[config.mk]
export PLATFORM = sky130hd
export DESIGN_NAME = software_timer_bank_top
export DESIGN_NICKNAME = d
export VERILOG_FILES = /design/src/design/stb_pkg.sv /design/src/design/stb_sat_mag.sv /design/src/design/stb_cell.sv /design/src/design/stb_slot_update.sv /design/src/design/software_timer_bank_top.sv
export SDC_FILE = /design/constraint.sdc
export NUM_CORES = 2
export LEC_CHECK = 0
export BUFFER_PORTS_ARGS = -buffer_cell sky130_fd_sc_hd__buf_4
export CORE_MARGIN = 8
export CORE_UTILIZATION = 41
export CTS_CLUSTER_SIZE = 10
export DETAILED_ROUTE_END_ITERATION = 7
export SKIP_CTS_REPAIR_TIMING = 1
export SLEW_MARGIN = 20
export SYNTH_ARGS = -nofsm -noshare
export SYNTH_HDL_FRONTEND = slang
export SYNTH_HIERARCHICAL = 1
export SYNTH_SLANG_ARGS = --single-unit
[constraint.sdc]
create_clock -name aclk -period 4.21 [get_ports aclk]
set_input_delay 0.6315 -clock aclk [delete_from_list [all_inputs] [get_ports aclk]]
set_output_delay 0.6315 -clock aclk [all_outputs]
set_load 0.005 [all_outputs]
[src/design/stb_pkg.sv]
package stb_pkg;

    localparam int SLOT_COUNT_DEF  = 32;
    localparam int COUNT_WIDTH_DEF = 32;
    localparam int MAX_RESULTS     = 32;
    localparam int RESULT_CNT_W    = $clog2(MAX_RESULTS + 1);

    localparam logic [1:0] MODE_TICK  = 2'd0;
    localparam logic [1:0] MODE_START = 2'd1;
    localparam logic [1:0] MODE_STOP  = 2'd2;

    typedef struct packed {
        logic [1:0]         mode;
        logic [4:0]         slot;
        logic signed [31:0] period_value;
    } in_item_t;

    typedef struct packed {
        logic [4:0] expired_slot;
        logic       last_of_run;
    } out_item_t;

    typedef struct packed {
        logic shift;
        logic load;
        logic stop;
    } cell_ctrl_t;

    function automatic logic [31:0] abs_value(input logic [31:0] v);
        logic [31:0] r;
        r = v[31] ? (32'd0 - v) : v;
        return r;
    endfunction

endpackage

[src/design/stb_sat_mag.sv]
module stb_sat_mag #(
    parameter int COUNT_WIDTH = stb_pkg::COUNT_WIDTH_DEF
) (
    input  logic [31:0]            value,
    output logic [COUNT_WIDTH-2:0] mag
);

    localparam int CNT_W = COUNT_WIDTH - 1;
    localparam int EXT_W = (CNT_W > 32) ? CNT_W : 32;

    logic [EXT_W-1:0] abs_ext;
    logic [EXT_W-1:0] max_ext;
    logic [EXT_W-1:0] sat_ext;

    assign abs_ext = EXT_W'(stb_pkg::abs_value(value));
    assign max_ext = EXT_W'({CNT_W{1'b1}});
    assign sat_ext = (abs_ext > max_ext) ? max_ext : abs_ext;
    assign mag     = sat_ext[CNT_W-1:0];

endmodule

[src/design/stb_cell.sv]
module stb_cell #(
    parameter int COUNT_WIDTH = stb_pkg::COUNT_WIDTH_DEF
) (
    input  logic                   aclk,
    input  logic                   aresetn,
    input  stb_pkg::cell_ctrl_t    ctrl,
    input  logic [31:0]            reload_in,
    input  logic [COUNT_WIDTH-2:0] count_in,
    input  logic [31:0]            load_value,
    input  logic [COUNT_WIDTH-2:0] load_count,
    output logic [31:0]            reload_out,
    output logic [COUNT_WIDTH-2:0] count_out
);

    logic [31:0]            reload_reg;
    logic [COUNT_WIDTH-2:0] count_reg;

    always_ff @(posedge aclk) begin
        if (!aresetn) begin
            reload_reg <= '0;
            count_reg  <= '0;
        end else if (ctrl.shift) begin
            reload_reg <= reload_in;
            count_reg  <= count_in;
        end else if (ctrl.load) begin
            reload_reg <= load_value;
            count_reg  <= load_count;
        end else if (ctrl.stop) begin
            reload_reg <= '0;
        end
    end

    assign reload_out = reload_reg;
    assign count_out  = count_reg;

endmodule

[src/design/stb_slot_update.sv]
module stb_slot_update #(
    parameter int COUNT_WIDTH = stb_pkg::COUNT_WIDTH_DEF
) (
    input  logic [31:0]            reload_cur,
    input  logic [COUNT_WIDTH-2:0] count_cur,
    output logic                   fire,
    output logic [31:0]            reload_new,
    output logic [COUNT_WIDTH-2:0] count_new
);

    localparam int CNT_W = COUNT_WIDTH - 1;

    logic [CNT_W-1:0] reload_mag;

    stb_sat_mag #(
        .COUNT_WIDTH(COUNT_WIDTH)
    ) u_mag (
        .value(reload_cur),
        .mag  (reload_mag)
    );

    always_comb begin
        fire       = 1'b0;
        reload_new = reload_cur;
        count_new  = count_cur;
        if (reload_cur != 32'd0) begin
            if (count_cur != '0) begin
                count_new = count_cur - CNT_W'(1);
            end else begin
                fire = 1'b1;
                if (reload_cur[31]) begin
                    count_new = reload_mag;
                end else begin
                    reload_new = 32'd0;
                    count_new  = '0;
                end
            end
        end
    end

endmodule

[src/design/software_timer_bank_top.sv]
// Start and stop: taken whenever the bank is idle; no result.
// Tick: the slot ring rotates once through the update cell, one slot per cycle
// while the result side does not stall.
// A result leaves one firing slot after it is found; the last one after the walk.
// Reset (synchronous, aresetn low) stops every slot at once; no clearing pass.
module software_timer_bank_top #(
    parameter int SLOT_COUNT  = stb_pkg::SLOT_COUNT_DEF,
    parameter int COUNT_WIDTH = stb_pkg::COUNT_WIDTH_DEF
) (
    input  logic               aclk,
    input  logic               aresetn,
    input  logic               s_valid,
    output logic               s_ready,
    input  stb_pkg::in_item_t  s_item,
    output logic               m_valid,
    input  logic               m_ready,
    output stb_pkg::out_item_t m_item
);

    localparam int CNT_W = COUNT_WIDTH - 1;
    localparam int IDX_W = (SLOT_COUNT > 1) ? $clog2(SLOT_COUNT) : 1;
    localparam int NW    = stb_pkg::RESULT_CNT_W;

    typedef enum logic [2:0] {
        ST_IDLE = 3'b001,
        ST_WALK = 3'b010,
        ST_FIN  = 3'b100
    } state_t;

    state_t state_reg, state_next;
    logic [IDX_W-1:0] idx_reg, idx_next;
    logic [NW-1:0]    n_reg, n_next;
    logic             pend_valid_reg, pend_valid_next;
    logic [4:0]       pend_slot_reg, pend_slot_next;
    logic             m_valid_reg, m_valid_next;
    stb_pkg::out_item_t m_item_reg, m_item_next;

    logic [31:0]      reload_q [SLOT_COUNT];
    logic [CNT_W-1:0] count_q  [SLOT_COUNT];
    logic [CNT_W-1:0] start_count;
    logic             head_fire;
    logic [31:0]      head_reload;
    logic [CNT_W-1:0] head_count;
    logic             s_accept, report, advance, out_free, shift_en;

    assign s_ready  = (state_reg == ST_IDLE);
    assign s_accept = s_valid && s_ready;
    assign out_free = !m_valid_reg || m_ready;
    assign report   = head_fire && (n_reg < NW'(stb_pkg::MAX_RESULTS));
    assign advance  = !(report && pend_valid_reg && !out_free);
    assign shift_en = (state_reg == ST_WALK) && advance;

    stb_sat_mag #(
        .COUNT_WIDTH(COUNT_WIDTH)
    ) u_start_mag (
        .value(s_item.period_value),
        .mag  (start_count)
    );

    stb_slot_update #(
        .COUNT_WIDTH(COUNT_WIDTH)
    ) u_update (
        .reload_cur(reload_q[0]),
        .count_cur (count_q[0]),
        .fire      (head_fire),
        .reload_new(head_reload),
        .count_new (head_count)
    );

    for (genvar i = 0; i < SLOT_COUNT; i++) begin : g_ring
        stb_pkg::cell_ctrl_t ctrl;
        logic [31:0]         reload_in;
        logic [CNT_W-1:0]    count_in;

        assign ctrl.shift = shift_en;
        assign ctrl.load  = s_accept && (s_item.mode == stb_pkg::MODE_START)
                            && (int'(s_item.slot) == i);
        assign ctrl.stop  = s_accept && (s_item.mode == stb_pkg::MODE_STOP)
                            && (int'(s_item.slot) == i);

        if (i == SLOT_COUNT - 1) begin : g_tail
            assign reload_in = head_reload;
            assign count_in  = head_count;
        end else begin : g_link
            assign reload_in = reload_q[i+1];
            assign count_in  = count_q[i+1];
        end

        stb_cell #(
            .COUNT_WIDTH(COUNT_WIDTH)
        ) u_cell (
            .aclk      (aclk),
            .aresetn   (aresetn),
            .ctrl      (ctrl),
            .reload_in (reload_in),
            .count_in  (count_in),
            .load_value(s_item.period_value),
            .load_count(start_count),
            .reload_out(reload_q[i]),
            .count_out (count_q[i])
        );
    end

    always_comb begin
        state_next      = state_reg;
        idx_next        = idx_reg;
        n_next          = n_reg;
        pend_valid_next = pend_valid_reg;
        pend_slot_next  = pend_slot_reg;
        m_valid_next    = m_valid_reg && !m_ready;
        m_item_next     = m_item_reg;
        case (state_reg)
            ST_IDLE: begin
                if (s_accept && (s_item.mode == stb_pkg::MODE_TICK)) begin
                    state_next      = ST_WALK;
                    idx_next        = '0;
                    n_next          = '0;
                    pend_valid_next = 1'b0;
                end
            end
            ST_WALK: begin
                if (advance) begin
                    if (report) begin
                        if (pend_valid_reg) begin
                            m_valid_next             = 1'b1;
                            m_item_next.expired_slot = pend_slot_reg;
                            m_item_next.last_of_run  = 1'b0;
                        end
                        pend_valid_next = 1'b1;
                        pend_slot_next  = 5'(idx_reg);
                        n_next          = n_reg + NW'(1);
                    end
                    idx_next = idx_reg + IDX_W'(1);
                    if (idx_reg == IDX_W'(SLOT_COUNT - 1)) begin
                        state_next = ST_FIN;
                    end
                end
            end
            ST_FIN: begin
                if (!pend_valid_reg) begin
                    state_next = ST_IDLE;
                end else if (out_free) begin
                    m_valid_next             = 1'b1;
                    m_item_next.expired_slot = pend_slot_reg;
                    m_item_next.last_of_run  = 1'b1;
                    pend_valid_next          = 1'b0;
                    state_next               = ST_IDLE;
                end
            end
            default: begin
                state_next = ST_IDLE;
            end
        endcase
    end

    always_ff @(posedge aclk) begin
        if (!aresetn) begin
            state_reg      <= ST_IDLE;
            idx_reg        <= '0;
            n_reg          <= '0;
            pend_valid_reg <= 1'b0;
            m_valid_reg    <= 1'b0;
        end else begin
            state_reg      <= state_next;
            idx_reg        <= idx_next;
            n_reg          <= n_next;
            pend_valid_reg <= pend_valid_next;
            m_valid_reg    <= m_valid_next;
        end
    end

    always_ff @(posedge aclk) begin
        pend_slot_reg <= pend_slot_next;
        m_item_reg    <= m_item_next;
    end

    assign m_valid = m_valid_reg;
    assign m_item  = m_item_reg;

    a_result_only_from_tick: assert property (@(posedge aclk) disable iff (!aresetn)
        (!m_valid_reg && (state_reg == ST_IDLE)) |=> !m_valid_reg)
        else $error("result appeared outside a tick walk");

    a_idle_no_pending: assert property (@(posedge aclk) disable iff (!aresetn)
        s_ready |-> !pend_valid_reg)
        else $error("pending result left behind after a tick");

    a_report_bound: assert property (@(posedge aclk) disable iff (!aresetn)
        n_reg <= NW'(stb_pkg::MAX_RESULTS))
        else $error("result count exceeds limit");

    a_walk_shift_holds_ring: assert property (@(posedge aclk) disable iff (!aresetn)
        ((state_reg == ST_WALK) && !advance) |=> $stable(idx_reg))
        else $error("walk advanced while stalled");

endmodule
======== Yosys cells after proc, flatten, opt, wreduce, memory -nomap -nowiden ========
Index checks and enable logic that the tools add are counted.
operators by class
  add/subtract/negate cells ............... 5
  magnitude comparators ................... 3
  reduce and logical (&&, ||, !) cells .... 155
  bitwise operators ....................... 1
  muxes and demuxes ....................... 203
  equal/unequal tests ..................... 45
operators by type and width
  kind                                                   count
  two-way mux 32 bit                                     101
  two-way mux 31 bit                                     69
  nonzero test 3 bit                                     33
  == test 5 bit (second input constant)                  17
  logical AND 1 bit                                      73
  nonzero test 2 bit                                     34
  > comparator 32 x 31 -> 1 bit (second input constant)  2
  subtractor 1 x 32 -> 32 bit (first input constant)     2
  two-way mux 6 bit                                      8
  == test 5 x 4 -> 1 bit (second input constant)         8
  nonzero test 32 bit                                    1
  nonzero test 31 bit                                    1
  subtractor 31 x 1 -> 31 bit (second input constant)    1
  one-hot mux 6 bit (2 select lines)                     2
  == test 5 x 3 -> 1 bit (second input constant)         4
  two-way mux 3 bit                                      5
  two-way mux 1 bit                                      12
  AND reduction 4 bit                                    3
  == test 5 x 2 -> 1 bit (second input constant)         2
  two-way mux 5 bit                                      2
  inequality test 2 bit (second input constant)          5
  one-hot mux 5 bit (2 select lines)                     1
  one-hot mux 3 bit (3 select lines)                     1
  adder 6 x 1 -> 6 bit (second input constant)           1
  other kinds (19)                                       24
storage, ports and cells
  bits in registers ....................... 2043
  output and inout port bits .............. 8
  logic and storage cells ................. 484

======== Depth between registers and ports, before layout ========
  depth in word-level cells ............... 9
  depth in mapped cells ................... 15
  mapped depth without buffers ............ 13

======== By module ========
Netlist, hierarchy kept.
modules (own cells, without submodules)
  module                   cells each  area an instance (um^2)  seq. area each (um^2)  instances
  stb_cell                 323         2824.0                   1261.2                 32
  stb_sat_mag              159         1022.2                   0.0                    2
  stb_slot_update          262         1680.4                   0.0                    1
  software_timer_bank_top  213         1607.8                   650.6                  1

======== Least setup slack after synthesis ========
OpenSTA, ideal clock, no wires.
  kind .................................... input port to flip-flop
  from .................................... in s_item[0] (netlist bit)
  to ...................................... reg g_ring[0].u_cell.count_reg[30]
  buffers on the path ..................... 0
  slack ................................... 149 ps
  data required time ...................... 4151 ps
  stages .................................. 10
  data arrival time ....................... 4001 ps
  library setup time ...................... 59 ps
  cell sequence ........................... inv_1 -> ha_1 -> or3b_1 -> nor4_2 -> nand4_1 -> and3_1 -> nor3_1 -> mux2i_1 -> o21ai_0 -> and2_1
on the way
  word-level cells in the longest chain between the ends .. 6
ends and longest elaborated chain
  element                        line                           text
  from (decl)                    software_timer_bank_top.sv:14  input stb_pkg::in_item_t s_item,
  subtractor 1 x 32 -> 32 bit    stb_pkg.sv:31                  r = v[31] ? (32'd0 - v) : v;
  two-way mux 32 bit (*)         stb_pkg.sv:31
  > comparator 32 x 31 -> 1 bit  stb_sat_mag.sv:17              assign sat_ext = (abs_ext > max_ext) ? max_ext : abs_ext;
  two-way mux 31 bit (*)         stb_sat_mag.sv:17
  named net start_count[30]      software_timer_bank_top.sv:40  logic [CNT_W-1:0] start_count;
  two-way mux 31 bit (*)         stb_cell.sv:25                 end else if (ctrl.load) begin
  two-way mux 31 bit (*)         stb_cell.sv:22                 end else if (ctrl.shift) begin
  to (signal assigned)           stb_cell.sv:24                 count_reg <= count_in;
  to (signal assigned)           stb_cell.sv:27                 count_reg <= load_count;
  to (decl)                      stb_cell.sv:16                 logic [COUNT_WIDTH-2:0] count_reg;
Mark *: on every way through the listed nets, which the timed path passes. The rest lies on a longest branch. The select of a mux whose other input is x is not followed.
A chain may end at the register's enable or synchronous reset.

==> summary.txt <==
Place
  • Placed Cells: 13.52k
  • Gp weighted congestion: 0.8817
  • DP Area: 98400 um^2
  • Detailed placement HPWL: 185.1 mm
  • I/O Buffers: 50

STA
  • Setup Skew: 62.78 ps
  • Slew Viols, Final: 0
  • Setup violators final: 0
  • TNS Setup: 0 ps
  • Hold WS: 131.7 ps
  • Max_slew headroom: 22.91%
  • Final Hold Fails: 0
  • Fin crit period: 4134 ps
  • RSZ-0062 raised after global routing: false
  • Max Fclk: 241.9 MHz
  • Final period utilization: 98.20%
  • Worst-margin pin slew: 1156 ps

Worst hold path
  • Hold crit path type: primary input to register

Cells and area
  • Fillers: 22.32k
  • P&R area growth vs syn: 9.535%
  • Finished Layout Cells: 13.82k
  • Layout Nets: 10.76k
  • Max reg flops: 1024
  • Fin area: 104800 um^2
  • Share of layout cells above drive strength 1: 8.096%

Yosys
  • Post-synthesis area per instance: 8.599 um^2
  • Adder-cell share of the synthesized area: 0.09152%
  • Yosys top cell by area: dfxtp_1
  • Ys Warns: 6
  • Post-Synth XOR/XNOR Area: 0.08237%
  • Top-count cell post-synth: dfxtp_1
  • Syn Nets: 11.18k
  • Compound-gate portion of the synthesized area: 21.58%
  • Post-synth ARST share: 0%
  • Cells after synthesis: 11.13k
  • Synth Flop Type: dfxtp_1
  • Area contributors post-synth: dfxtp_1, mux2i_1, a221oi_1
  • Leading cell types by count after synthesis: dfxtp_1, o21ai_0, nand2_1, nor2_1, mux2i_1
  • Post-synth EDFFs: 11
  • Post-synthesis mux area share: 10.75%
  • Post-Syn Area: 95700 um^2
  • Synth Area in Simple Gates: 18.00%
  • Largest family of logic cells by synthesized area: compound AO/OA/AOI/OAI gates
  • Count of cell types in the netlist: 79
  • Synth top area share: 42.51%
  • Synthesized flop and latch total: 2043
  • Share of the yosys chip area belonging to registers: 42.85%

Setup path
  • Crit path kind: register to register
  • Buf/Inv on CP: 3
  • Crit path required time: 4960 ps
  • Startpoint Class: register
  • Crit path largest cell delay: 660 ps
  • Crit-path cells: nor4_1 > and4_1 > and2_1 > nor2_1 > nor2b_1 > a21oi_4 > buf_12 > buf_4 > nor2b_2 > buf_4 > a221oi_1 > nor2_1
  • Top fanout value on the critical path: 87
  • Worst EP arrival: 4890 ps
  • Critical path's slowest cell: and4_1
  • Crit end category: register
  • CP top delay family: simple AND/OR/NAND/NOR gates

Floorplanning
  • Die Area: 249100 um^2
  • Std-Cell Core Area: 232300 um^2
  • Die Ht: 499.1 um
  • Row count: 177
  • Die Span X: 499.1 um
  • Initial core utilization: 41.19%
  • I/O pin cnt: 51

Clock network
  • CTS Root Cell: clkbuf_16
  • Later-pin clock latency in the skew report: 880 ps
  • Cts bufs inserted: 230
  • Clock buffer depth: 3
  • Worst-path clk slew: 60 ps
  • Deepest level of the CTS H-tree: 4
  • Clock tree sinks: 2043
  • CTS tree: done

Drt
  • TritonRoute pass-1 iters: 7
  • Vias/cell: 5.885
  • Average wire per standard cell: 21.86 um
  • Routed via count: 81.34k
  • 1st-iter DRT viols: 8582
  • DRC: 0
  • Routed Wire Length: 302.2 mm
  • Antenna-violating nets left: 0

Global route
  • Remaining Overflow, GRT: 0
  • Gr usage total: 22.91%
  • Pin count of the biggest net entering global routing: 200
  • Antenna violations before repair: 14
  • Vias in the first global route: 76.95k
  • First-pass GRT wire length: 467.1 mm

Power and ir drop
  • Peak supply drop: 491.3 uV
  • Total power after layout: 49.56 mW
  • Leakage: 37.20 nW
  • Pwr Density: 472.8 nW/um^2

Status
  • Status: completed

Job
  • Max-Cap Viols: 0
## through the flow
| stage | setup WS [ps] | utilization [%] |
|---|---|---|
| 3_3_place_gp | 206.9 | 42.36 |
| 4_1_cts | 166.1 | 45.12 |
| 3_5_place_dp | 187.5 | 42.36 |
| 6_report | 75.84 | 45.12 |
| 2_1_floorplan | 149.5 | - |
| 5_1_grt | 4.944 | 45.12 |
## power breakdown
| group | total, mW | internal [mW] | switching, mW |
|---|---|---|---|
| logic | 9.11 | 2.89 | 6.23 |
| registers | 22.4 | 21.2 | 1.22 |
| clock network | 18.0 | 10.0 | 7.99 |
| total | 49.6 | 34.1 | 15.4 |
## layout make-up
cell class	instances	area, um^2	area share, %
antenna	6	15.01	0.01432
clock buffer	279	6051	5.772
clock inverter	19	356.6	0.3402
inverter	96	360.3	0.3438
multi-input combinational	7915	48940	46.69
sequential	2043	41010	39.12
tap	3043	3807	3.632
timing repair buffer	419	4279	4.082
## cells in the final DEF, fill, tap and decap left out, types with 231 or more instances in the layout
cell and instances:
buf_4 328, clkbuf_16 231, and2_1 995, o21ai_1 886, nor2_1 1027, mux2i_1 1026
dfxtp_1 2031, o21ai_0 1167, a221oi_1 929, nand2_1 1136
## worst register-to-register path, delay by kind of cell (launching register included)
family | cells | cell delay [ps]
DFF | 1 | 420
buffers and inverters | 3 | 1040
AOI/OAI and AO/OA | 2 | 710
and+or+nand+nor | 7 | 1850
## final timing paths
path	to	cells past startpoint	slack, ps	start
setup / recovery	g_ring[0].u_cell/reload_out[8]	12	80	g_ring[0].u_cell/reload_out[19]
hold / removal	m_valid	3	130	m_ready
setup reg to reg	g_ring[0].u_cell/reload_out[8]	12	80	g_ring[0].u_cell/reload_out[19]
hold reg to reg	m_item[3]	0	420	pend_slot_reg[2]
## cell families (layout without fill, tap and decap cells)
kind of cell,Yosys count,in the layout
mux,1028,1028
flops,2043,2043
other cells,0,6
xor+xnor,9,9
fa+ha+maj,7,7
simple gates,3589,3589
compound gates,3282,3282
buf+inv,1171,813
## routing by layer
layer	GRT usage, %	vias up	share of wire [%]
li1	-	38620	-
met1	31.86	39200	45
met2	35.85	2862	44
met3	3.445	656	6.4
met4	8.922	0	4.2
met5	0	-	0
Power figures use the tool's default switching activity.
